**src/ael_pkg.sv**
```systemverilog
`default_nettype none
package ael_pkg;

	localparam int VALUE_WIDTH = 32;
	localparam int ACC_EXT_W = VALUE_WIDTH + 4;
	localparam logic [VALUE_WIDTH-1:0] VALUE_MAX = '1;

	localparam int TOKEN_VALUE_W = 32;
	localparam int IN_TDATA_W = 8;
	localparam int OUT_TDATA_W = 40;
	localparam int OUT_TUSER_W = 3;

	localparam int QUEUE_DEPTH = 4;
	localparam int QPTR_W = $clog2(QUEUE_DEPTH);
	localparam int QCNT_W = $clog2(QUEUE_DEPTH + 1);

	localparam logic [7:0] ASCII_PLUS = 8'h2B;
	localparam logic [7:0] ASCII_MINUS = 8'h2D;
	localparam logic [7:0] ASCII_STAR = 8'h2A;
	localparam logic [7:0] ASCII_SLASH = 8'h2F;
	localparam logic [7:0] ASCII_SPACE = 8'h20;
	localparam logic [7:0] DIGIT_LO_CHAR = 8'h30;
	localparam logic [7:0] DIGIT_HI_CHAR = 8'h39;
	localparam logic [7:0] NUL_CHAR = 8'h00;

	typedef enum logic [2:0] {
		CLS_DIGIT,
		CLS_SPACE,
		CLS_PLUS,
		CLS_MINUS,
		CLS_MUL,
		CLS_DIV,
		CLS_OTHER,
		CLS_EOT
	} cls_t;

	typedef enum logic [2:0] {
		KIND_INT   = 3'd0,
		KIND_PLUS  = 3'd1,
		KIND_MINUS = 3'd2,
		KIND_MUL   = 3'd3,
		KIND_DIV   = 3'd4,
		KIND_EOF   = 3'd5,
		KIND_ERR   = 3'd6
	} kind_t;

	typedef struct packed {
		cls_t       cls;
		logic [3:0] digit;
	} q_item_t;

	typedef struct packed {
		kind_t                    kind;
		logic [TOKEN_VALUE_W-1:0] value;
		logic                     ovf;
		logic                     last;
	} tok_t;

endpackage
`default_nettype wire

```
**src/ael_front.sv**
```systemverilog
`default_nettype none
module ael_front import ael_pkg::*; (
	input  wire logic                  clk,
	input  wire logic                  arst_n,
	input  wire logic                  s_tvalid,
	output logic                       s_tready,
	input  wire logic [IN_TDATA_W-1:0] s_tdata,
	input  wire logic                  s_tuser,
	output logic                       q_valid,
	output q_item_t                    q_item,
	input  wire logic                  q_pop
);

	q_item_t            mem_q [QUEUE_DEPTH];
	logic [QPTR_W-1:0]  wr_ptr_q;
	logic [QPTR_W-1:0]  rd_ptr_q;
	logic [QCNT_W-1:0]  count_q;
	q_item_t            new_item;
	logic               push;
	logic               pop;

	// zero byte terminates the text just like the end marker
	always_comb begin
		new_item.digit = s_tdata[3:0];
		if (s_tuser || s_tdata == NUL_CHAR) begin
			new_item.cls = CLS_EOT;
		end else begin
			case (s_tdata) inside
				[DIGIT_LO_CHAR:DIGIT_HI_CHAR]: new_item.cls = CLS_DIGIT;
				ASCII_SPACE:                   new_item.cls = CLS_SPACE;
				ASCII_PLUS:                    new_item.cls = CLS_PLUS;
				ASCII_MINUS:                   new_item.cls = CLS_MINUS;
				ASCII_STAR:                    new_item.cls = CLS_MUL;
				ASCII_SLASH:                   new_item.cls = CLS_DIV;
				default:                       new_item.cls = CLS_OTHER;
			endcase
		end
	end

	assign s_tready = count_q != QCNT_W'(QUEUE_DEPTH);
	assign push = s_tvalid && s_tready;
	assign q_valid = count_q != '0;
	assign pop = q_pop && q_valid;
	assign q_item = mem_q[rd_ptr_q];

	always_ff @(posedge clk or negedge arst_n) begin
		if (!arst_n) begin
			wr_ptr_q <= '0;
			rd_ptr_q <= '0;
			count_q <= '0;
		end else begin
			if (push) wr_ptr_q <= wr_ptr_q + 1'b1;
			if (pop) rd_ptr_q <= rd_ptr_q + 1'b1;
			if (push && !pop) count_q <= count_q + 1'b1;
			else if (pop && !push) count_q <= count_q - 1'b1;
		end
	end

	always_ff @(posedge clk) begin
		if (push) mem_q[wr_ptr_q] <= new_item;
	end

endmodule
`default_nettype wire

```
**src/ael_back.sv**
```systemverilog
`default_nettype none
module ael_back import ael_pkg::*; (
	input  wire logic    clk,
	input  wire logic    arst_n,
	input  wire logic    q_valid,
	input  wire q_item_t q_item,
	output logic         q_pop,
	output logic         out_valid,
	output tok_t         out_tok,
	input  wire logic    out_ready
);

	logic                   in_num_q;
	logic [VALUE_WIDTH-1:0] acc_q;
	logic                   sat_q;
	logic                   halted_q;

	logic                   out_valid_q;
	tok_t                   out_q;
	logic                   pend_valid_q;
	tok_t                   pend_q;

	tok_t                   tok0;
	tok_t                   tok1;
	tok_t                   int_tok;
	tok_t                   op_tok;
	logic [1:0]             tok_n;
	logic                   clear_num;
	logic                   set_halt;
	logic [ACC_EXT_W-1:0]   acc_next;
	logic                   acc_over;
	logic                   can_adv;

	function automatic kind_t op_kind(cls_t c);
		case (c)
			CLS_PLUS:  return KIND_PLUS;
			CLS_MINUS: return KIND_MINUS;
			CLS_MUL:   return KIND_MUL;
			CLS_DIV:   return KIND_DIV;
			CLS_EOT:   return KIND_EOF;
			default:   return KIND_ERR;
		endcase
	endfunction

	// acc*10 + digit as shift-add
	assign acc_next = (ACC_EXT_W'(acc_q) << 3) + (ACC_EXT_W'(acc_q) << 1)
		+ ACC_EXT_W'(q_item.digit);
	assign acc_over = acc_next > ACC_EXT_W'(VALUE_MAX);

	always_comb begin
		int_tok.kind = KIND_INT;
		int_tok.value = TOKEN_VALUE_W'(acc_q);
		int_tok.ovf = sat_q;
		int_tok.last = 1'b0;
		op_tok.kind = op_kind(q_item.cls);
		op_tok.value = '0;
		op_tok.ovf = 1'b0;
		op_tok.last = 1'b1;

		tok0 = op_tok;
		tok1 = op_tok;
		tok_n = 2'd0;
		clear_num = 1'b0;
		set_halt = 1'b0;

		if (q_item.cls == CLS_EOT) begin
			clear_num = 1'b1;
			if (!halted_q) begin
				if (in_num_q) begin
					tok0 = int_tok;
					tok_n = 2'd2;
				end else begin
					tok_n = 2'd1;
				end
			end
		end else if (!halted_q && q_item.cls != CLS_DIGIT) begin
			clear_num = 1'b1;
			if (q_item.cls == CLS_SPACE) begin
				tok0 = int_tok;
				tok0.last = 1'b1;
				tok_n = in_num_q ? 2'd1 : 2'd0;
			end else begin
				set_halt = q_item.cls == CLS_OTHER;
				if (in_num_q) begin
					tok0 = int_tok;
					tok_n = 2'd2;
				end else begin
					tok_n = 2'd1;
				end
			end
		end
	end

	assign can_adv = !out_valid_q || out_ready;
	assign q_pop = q_valid && !pend_valid_q && (can_adv || tok_n == 2'd0);

	always_ff @(posedge clk or negedge arst_n) begin
		if (!arst_n) begin
			in_num_q <= 1'b0;
			acc_q <= '0;
			sat_q <= 1'b0;
			halted_q <= 1'b0;
			out_valid_q <= 1'b0;
			pend_valid_q <= 1'b0;
		end else begin
			if (q_pop) begin
				if (q_item.cls == CLS_EOT) begin
					halted_q <= 1'b0;
				end else if (set_halt) begin
					halted_q <= 1'b1;
				end
				if (clear_num) begin
					in_num_q <= 1'b0;
					acc_q <= '0;
					sat_q <= 1'b0;
				end else if (!halted_q && q_item.cls == CLS_DIGIT) begin
					in_num_q <= 1'b1;
					if (!in_num_q) begin
						acc_q <= VALUE_WIDTH'(q_item.digit);
						sat_q <= 1'b0;
					end else if (acc_over) begin
						acc_q <= VALUE_MAX;
						sat_q <= 1'b1;
					end else begin
						acc_q <= acc_next[VALUE_WIDTH-1:0];
					end
				end
			end
			if (can_adv) begin
				if (pend_valid_q) begin
					out_valid_q <= 1'b1;
					pend_valid_q <= 1'b0;
				end else if (q_pop && tok_n != 2'd0) begin
					out_valid_q <= 1'b1;
					pend_valid_q <= tok_n == 2'd2;
				end else begin
					out_valid_q <= 1'b0;
				end
			end
		end
	end

	always_ff @(posedge clk) begin
		if (can_adv) begin
			if (pend_valid_q) begin
				out_q <= pend_q;
			end else if (q_pop && tok_n != 2'd0) begin
				out_q <= tok0;
				pend_q <= tok1;
			end
		end
	end

	assign out_valid = out_valid_q;
	assign out_tok = out_q;

	a_pend_behind_out: assert property (@(posedge clk) disable iff (!arst_n)
		pend_valid_q |-> out_valid_q)
		else $error("second token held without a first");

	a_idle_number_clear: assert property (@(posedge clk) disable iff (!arst_n)
		!in_num_q |-> (acc_q == '0 && !sat_q))
		else $error("number state left over outside a digit run");

	a_halt_no_number: assert property (@(posedge clk) disable iff (!arst_n)
		halted_q |-> !in_num_q)
		else $error("digit run open after error");

	a_non_int_zero: assert property (@(posedge clk) disable iff (!arst_n)
		(out_valid_q && out_q.kind != KIND_INT) |-> (out_q.value == '0 && !out_q.ovf))
		else $error("operator token carries a value");

	a_ovf_is_max: assert property (@(posedge clk) disable iff (!arst_n)
		(out_valid_q && out_q.ovf) |-> out_q.value == TOKEN_VALUE_W'(VALUE_MAX))
		else $error("saturated token below maximum");

endmodule
`default_nettype wire

```
**src/arithmetic_expression_tokenizer.sv**
```systemverilog
// channel | dir | tdata (low bit up)                     | tuser           | tlast
// s_*     | in  | char_code[7:0]                         | end_of_text     | -
// m_*     | out | token_value[31:0] overflowed[32] pad   | token_kind[2:0] | last_of_run
//
// Input takes one byte word per cycle while the queue has room; a byte that
// closes a digit run and gives its own token sends two tokens on the single port.
// A four-word queue sits between classifier and executor, so a back-end stall
// or a two-token byte does not stop input until the queue is full.
// Output is registered: s_tready does not depend on m_tready.
// Reset is asynchronous and clears all control state at once; queue and output data are not reset.
`default_nettype none
module arithmetic_expression_tokenizer import ael_pkg::*; (
	input  wire logic                   clk,
	input  wire logic                   arst_n,
	input  wire logic                   s_tvalid,
	output logic                        s_tready,
	input  wire logic [IN_TDATA_W-1:0]  s_tdata,  // char_code
	input  wire logic                   s_tuser,  // end_of_text
	output logic                        m_tvalid,
	input  wire logic                   m_tready,
	output logic [OUT_TDATA_W-1:0]      m_tdata,  // token_value, overflowed, pad
	output logic [OUT_TUSER_W-1:0]      m_tuser,  // token_kind
	output logic                        m_tlast
);

	logic    q_valid;
	q_item_t q_item;
	logic    q_pop;
	tok_t    out_tok;

	ael_front u_front (
		.clk      (clk),
		.arst_n   (arst_n),
		.s_tvalid (s_tvalid),
		.s_tready (s_tready),
		.s_tdata  (s_tdata),
		.s_tuser  (s_tuser),
		.q_valid  (q_valid),
		.q_item   (q_item),
		.q_pop    (q_pop)
	);

	ael_back u_back (
		.clk       (clk),
		.arst_n    (arst_n),
		.q_valid   (q_valid),
		.q_item    (q_item),
		.q_pop     (q_pop),
		.out_valid (m_tvalid),
		.out_tok   (out_tok),
		.out_ready (m_tready)
	);

	assign m_tdata = {7'b0000000, out_tok.ovf, out_tok.value};
	assign m_tuser = out_tok.kind;
	assign m_tlast = out_tok.last;

endmodule
`default_nettype wire

```
**config.mk**
```make
export PLATFORM = sky130hd
export DESIGN_NAME = arithmetic_expression_tokenizer
export DESIGN_NICKNAME = d
export VERILOG_FILES = /design/src/ael_pkg.sv /design/src/ael_front.sv /design/src/ael_back.sv /design/src/arithmetic_expression_tokenizer.sv
export SDC_FILE = /design/constraint.sdc
export NUM_CORES = 1
export LEC_CHECK = 0
export ABC_AREA = 0
export BUFFER_PORTS_ARGS = -buffer_cell sky130_fd_sc_hd__buf_2
export CAP_MARGIN = 5
export CORE_MARGIN = 2
export CORE_UTILIZATION = 50
export DETAILED_ROUTE_END_ITERATION = 8
export PLACE_DENSITY = 0.8
export SLEW_MARGIN = 20
export SYNTH_ARGS = -nofsm -noshare
export SYNTH_HDL_FRONTEND = slang
export SYNTH_SLANG_ARGS = --single-unit
```
**constraint.sdc**
```tcl
create_clock -name clk -period 10.1 [get_ports clk]
set_input_delay 1.515 -clock clk [delete_from_list [all_inputs] [get_ports clk]]
set_output_delay 1.515 -clock clk [all_outputs]
set_load 0.05 [all_outputs]
```
After elaboration in Yosys (flattened, before gate mapping)
Memory sizes are Yosys's and may differ from the RTL's.
Cells that the tools add are included.
W data, S select, Z words.

word-level totals
  memories = 1
  bits in registers = 84
  output and inout port bits = 46
  bits in writable memories = 28
  input bits = 13

memory list
  memory         depth  width  read ports  clocked after memory_dff  write ports  line             RTL
  u_front.mem_q  4      7      1           0                         1            ael_front.sv:14  q_item_t mem_q [QUEUE_DEPTH];

operators by class
  $add $sub $neg = 6
  reductions and logical operators = 33
  bitwise gates (word level) = 1
  equal/unequal tests = 15
  order comparisons = 3
  mux-type cells = 46

operator list
  operator                count
  $mux W37                7
  $mux W32                4
  $eq A8 B6 Y1 const B    5
  $add A35 B33 Y36        1
  $add A36 B4 Y36         1
  $gt A36 B32 Y1 const B  1
  $mux W3                 8
  $mux W1                 20
  $pmux W3 S5             1
  $eq A3 B3 Y1 const B    4
  $mux W2                 6
  $logic_and A1 B1 Y1     10
  $reduce_bool A2 Y1      5
  $ge A8 B6 Y1 const B    1
  $le A8 B6 Y1 const B    1
  $logic_not A8 Y1        1
  $eq A3 B2 Y1 const B    2
  $ne A3 B3 Y1 const B    2
  $reduce_and A2 Y1       3
  $reduce_and A3 Y1       2
  $reduce_bool A3 Y1      2
  $logic_not A1 Y1        5
  $add A2 B1 Y2 const B   2
  $add A3 B1 Y3 const B   1
  7 further kinds         9

Logic depth before layout (Yosys ltp)
An unclocked memory read counts as a cell.

  word-level depth = 12
  mapped depth = 17

Modules after synthesis
Synthesis repeated with hierarchy kept, for this count alone.

second synthesis, totals
  cells, all modules = 659
  area total of the unflattened synthesis = 7,304.5 um2

modules (own cells, without submodules)
  module                           cells an instance  area an instance (um2)  seq. area each (um2)  times used
  ael_back                         558                5,680.4                 2,127.0               1
  ael_front                        93                 1,567.8                 1,016.0               1
  arithmetic_expression_tokenizer  8                  56.3                    0.0                   1

Worst setup path after synthesis
OpenSTA, ideal clock, no wires.

  path type = register to register
  start point = register u_front.rd_ptr_q[0]
  end point = register u_back.out_q (netlist bit u_back.out_tok[0]), enable pin
  path buffers = 1
  period minus slack after synthesis = 4.700 ns
  cell stages (with the launch flop) = 13
  slack = 5.400 ns
  data arrival time = 4.269 ns
  setup time = 0.431 ns
  cells stage by stage = dfrtp_1 -> buf_6 -> mux4_2 -> inv_1 -> nand2_1 -> or2_2 -> ha_1 -> o21ai_0 -> a2111oi_2 -> nor2_1 -> nor2_1 -> nor2_1 -> nor2_1

between the ends
  cells in the longest elaborated chain, start to end = 11
  elaborated cells between the ends (all ways) = 15
  those cells by class = eq/ne (2); mux (3); reduce/logical (9); memory (1)

RTL lines
  item                                                line                            RTL
  start, declared                                     ael_front.sv:16                 logic [QPTR_W-1:0] rd_ptr_q;
  start signal, assigned                              ael_front.sv:53                 if (pop) rd_ptr_q <= rd_ptr_q + 1'b1;
  $mem_v2 Z4 W7 *                                     -
  $eq A3 B1 Y1 or $reduce_bool A3 Y1 (tied branches)  ael_back.sv:78, ael_back.sv:76
  $mux W2 or $logic_and A1 B1 Y1 (tied branches)      ael_back.sv:78, ael_back.sv:76
  $mux W2                                             ael_back.sv:76                  end else if (!halted_q && q_item.cls != CLS_DIGIT) begin
  $mux W2 *                                           ael_back.sv:66                  if (q_item.cls == CLS_EOT) begin
  $logic_not A2 Y1                                    ael_back.sv:95                  assign q_pop = q_valid && !pend_valid_q && (can_adv || tok_n == 2'd0);
  $logic_or A1 B1 Y1                                  ael_back.sv:95
  $logic_and A1 B1 Y1                                 ael_back.sv:95
  $logic_and A1 B1 Y1 *                               ael_back.sv:147                 end else if (q_pop && tok_n != 2'd0) begin
  $reduce_bool A2 Y1 (no source line) *               -
  $reduce_and A2 Y1 (no source line) *                -
  end signal, assigned                                ael_back.sv:146                 out_q <= pend_q;
  end signal, assigned                                ael_back.sv:148                 out_q <= tok0;
  end, declared                                       ael_back.sv:19                  tok_t out_q;

Mark *: on every way between the ends. The rest lies on a longest branch, timed or not.
A chain may end at the register's enable or synchronous reset.

Worst setup path after layout
  start point = register u_front.rd_ptr_q[0]
  end point = register u_back.acc_q[19]

between the ends
  cells in the longest elaborated chain, start to end = 9
  elaborated cells between the ends (all ways) = 23
  those cells by class = add/sub (1); order compare (1); eq/ne (2); mux (9); reduce/logical (9); memory (1)

RTL lines
  item                                                                     line             RTL
  $mem_v2 Z4 W7 *                                                          -
  parallel branches: the longest is 8 deep, another holds $add A36 B4 Y36  -
  end signal, assigned                                                     ael_back.sv:119  acc_q <= VALUE_WIDTH'(q_item.digit);
  end signal, assigned                                                     ael_back.sv:125  acc_q <= acc_next[VALUE_WIDTH-1:0];
  end, declared                                                            ael_back.sv:14   logic [VALUE_WIDTH-1:0] acc_q;

Mark *: on every way between the ends. The select of a mux whose other input is x is not followed.

==> impl_results.md <==
- Status: completed
- Slowest CP cell: nor4_4
- H-tree depth: 3
- Die area: approximately 15000 sq um
- Setup TNS: 0 ps
- CTS Buf Count: 9
- Final period util: 0.509
- Core area: 13900 sq um
- Share of cells above drive strength 1: 0.137
- Mapped cell area: between 7000 and 8000 sq um
- Register bit total from synthesis: 112
- Crit-path max cell delay: between 700 and 800 ps
- Largest net degree at the start of global routing: 57
- Post-DP HPWL: roughly 11 mm
- Area growth, synth to finish: 9.19%
- Met2 usage: 0.361
- Ys Warns: 0
- Crit path cell chain: mux4_2 -> fa_1 -> fa_1 -> a211oi_1 -> o21ai_1 -> a31oi_1 -> o211ai_1 -> o221ai_1 -> o21ai_1 -> nor4_4 -> buf_4 -> a31oi_1
- GR Util met1: 0.269
- Max Cap Viol: 0
- Initial antenna violation count: 0
- Hold buffer count at CTS: 0
- Layout Nets: slightly below 800
- Ys flop type: edfxtp_1
- Clock sink count: about 110
- First-pass GRT wire length: around 25 mm
- Max_slew headroom: 0.332
- Worst-case clock buffer depth: 2
- Grt ovf: 0
- Number of DRC markers in iteration 0: roughly 430
- Final setup violation count: 0
- Clk root buf: clkbuf_16
- Worst Tran Pin Value: between 1000 and 1500 ps
- Clk_lat worst skew: 360 ps
- Worst hold path class: flip-flop to flip-flop
- Routed vias/inst: ~6.0
- Drc violations: 0
- Final hold vios: 0
- Distinct cell type count after synthesis: 70
- Max FO, Critical Path: 19
- Initial Util: 0.511
- Port Buffers: 51
- Routed WL: between 15 and 20 mm
- Req. time, crit path: around 10000 ps
- Crit. End Element: flip-flop
- Wire per inst: between 15 and 20 um
- Number of global-route vias before repair: 5121
- Async set-reset flop share out of synthesis: 0.393
- Min Tclk post-route: about 5000 ps
- Clock Skews: 7.31 ps
- Antenna Cells: 0
- Site Rows: 43
- Post-route antenna net violation count: 0
- Met3 usage: 0.0406
- Tot GR Track Use: 0.212
- Global route hottest layer: met2
- Die height: 123 um
- Fmax: 0.195 GHz
- Syn_area_per_cell: roughly 11 sq um
- Routed via count: roughly 5.3k
- CTS tree: built
- Number of enable flip-flop cells after synthesis: between 60 and 70
- Top Ports: 59
- Die Wd: between 100 and 150 um
- RSZ-0062 raised after global routing: false
- Buffer and inverter count on the worst path: 1
- CTS resizes: 0
- Post-synthesis sequential area ratio: 0.443
- Pre-antenna DRT Iters: 6
- CP startpoint kind: flip-flop
- Setup bufs post-CTS: 0
- Setup CP Type: flip-flop to flip-flop
- Family with the most delay on the worst path: compound AO/OA/AOI/OAI gates
- Min Hold Slack: between 500 and 600 ps
- Syn Inst Count: 669
- WP data arrival: roughly 5300 ps
- Fin. max-slew vios: 0
- CTS clk-pin slew, worst paths: roughly 80 ps
- GP Congestion: roughly 0.96
## per-layer routing
layer / up-vias / part of all wire
met5: - / 0
met1: 2558 / 0.43
met3: 26 / 0.047
met4: 0 / 0.024
li1: 2573 / -
met2: 157 / 0.50
## worst register-to-register path, cell delays in order, from the launching register on
cell and delay, ps:
dfrtp_1 650, mux4_2 610, fa_1 500, fa_1 510, a211oi_1 270, o21ai_1 180, a31oi_1 380, o211ai_1 270
o221ai_1 250, o21ai_1 140, nor4_4 710, buf_4 370, a31oi_1 140
## metrics by stage
stage	util	instance area, sq um	instances	setup WS (ps)
2_1_floorplan	-	7110	675	5400
3_3_place_gp	0.534	7410	871	5210
3_5_place_dp	0.534	7410	871	5040
4_1_cts	0.555	7700	887	5000
5_1_grt	0.558	7740	889	4710
6_report	0.558	7740	889	4960
## cell usage after synthesis (all sizes together), types with 4 or more instances
cell / count / area (sq um)
a311oi: 4 / 35.0
nand2: 42 / 158
nand2b: 6 / 37.5
a211oi: 6 / 45.0
ha: 69 / 863
dfrtp: 44 / 1100
buf: 22 / 165
nor3: 10 / 50.1
o21ai: 62 / 322
a31oi: 32 / 200
o21a: 4 / 31.3
and3: 9 / 56.3
o211ai: 10 / 75.1
xor2: 13 / 114
and2: 35 / 219
xnor2: 20 / 175
o31ai: 4 / 30.0
o21bai: 5 / 37.5
a21oi: 50 / 258
clkbuf: 15 / 57.6
a21o: 7 / 52.6
edfxtp: 68 / 2040
nand3: 6 / 30.0
or2: 4 / 25.0
nor2: 37 / 139
inv: 21 / 81.3
mux4: 7 / 158
nand4: 5 / 31.3
nor2b: 5 / 31.3
## worst paths after layout
path	startpoint	end	slack, ps	cells past startpoint
setup / recovery	u_front.rd_ptr_q[0]$_DFFE_PN0P_	u_back.acc_q[19]$_DFFE_PN0P_	4960	12
hold / removal	u_front.count_q[2]$_DFFE_PN0P_	u_front.count_q[2]$_DFFE_PN0P_	500	1
setup reg to reg	u_front.rd_ptr_q[0]$_DFFE_PN0P_	u_back.acc_q[19]$_DFFE_PN0P_	4960	12
hold reg to reg	u_front.count_q[2]$_DFFE_PN0P_	u_front.count_q[2]$_DFFE_PN0P_	500	1
max in group asynchronous	arst_n	u_back.acc_q[29]$_DFFE_PN0P_	8500	1
min in group asynchronous	arst_n	u_front.wr_ptr_q[0]$_DFFE_PN0P_	1160	1
## registers in the layout, indices dropped and copies added, names as in the netlist
| register | cells |
|---|---|
| u_back.acc_q | 32 |
| u_back.halted_q | 1 |
| u_front.count_q | 3 |
| u_front.mem_q | 28 |
| u_back.out_valid | 1 |
| u_back.pend_valid_q | 1 |
| u_back.sat_q | 1 |
| u_back.in_num_q | 1 |
| u_back.out_tok | 37 |
| u_back.pend_q | 3 |
| u_front.wr_ptr_q | 2 |
| u_front.rd_ptr_q | 2 |
## layout make-up
| type | count | area, sq um |
|---|---|---|
| Fill cell | 1168 | 6140 |
| Multi-Input combinational cell | 505 | 3690 |
| Sequential cell | 112 | 3140 |
| Timing Repair Buffer | 55 | 312 |
| Clock buffer | 9 | 225 |
| Tap cell | 180 | 225 |
| Inverter | 21 | 81.3 |
| Clock inverter | 7 | 63.8 |
## layout by cell type (no fill, tap or decap), drive strengths merged, types with 13 or more instances in the layout
cell	netlist	routed
inv	21	24
nand2	42	42
edfxtp	68	68
ha	69	69
a21oi	50	50
a31oi	32	32
xor2	13	13
and2	35	35
xnor2	20	20
nor2	37	37
dfrtp	44	44
buf	22	55
o21ai	62	62
## cells by family (layout without fill, tap and decap cells)
family,count (synthesis),count (layout),share of synthesized area
AOI/OAI and AO/OA,211,211,0.189
and+or+nand+nor,171,171,0.125
DFF,112,112,0.443
adders and majority gates,72,72,0.130
buffers and inverters,58,92,0.0429
xor gates and xnor gates,33,33,0.0408
muxes,11,11,0.0281
other,1,7,0.000529
Power is left out: the tool's default activity adds up to more than one toggle a clock period on the data nets, which glitch-free logic cannot reach.
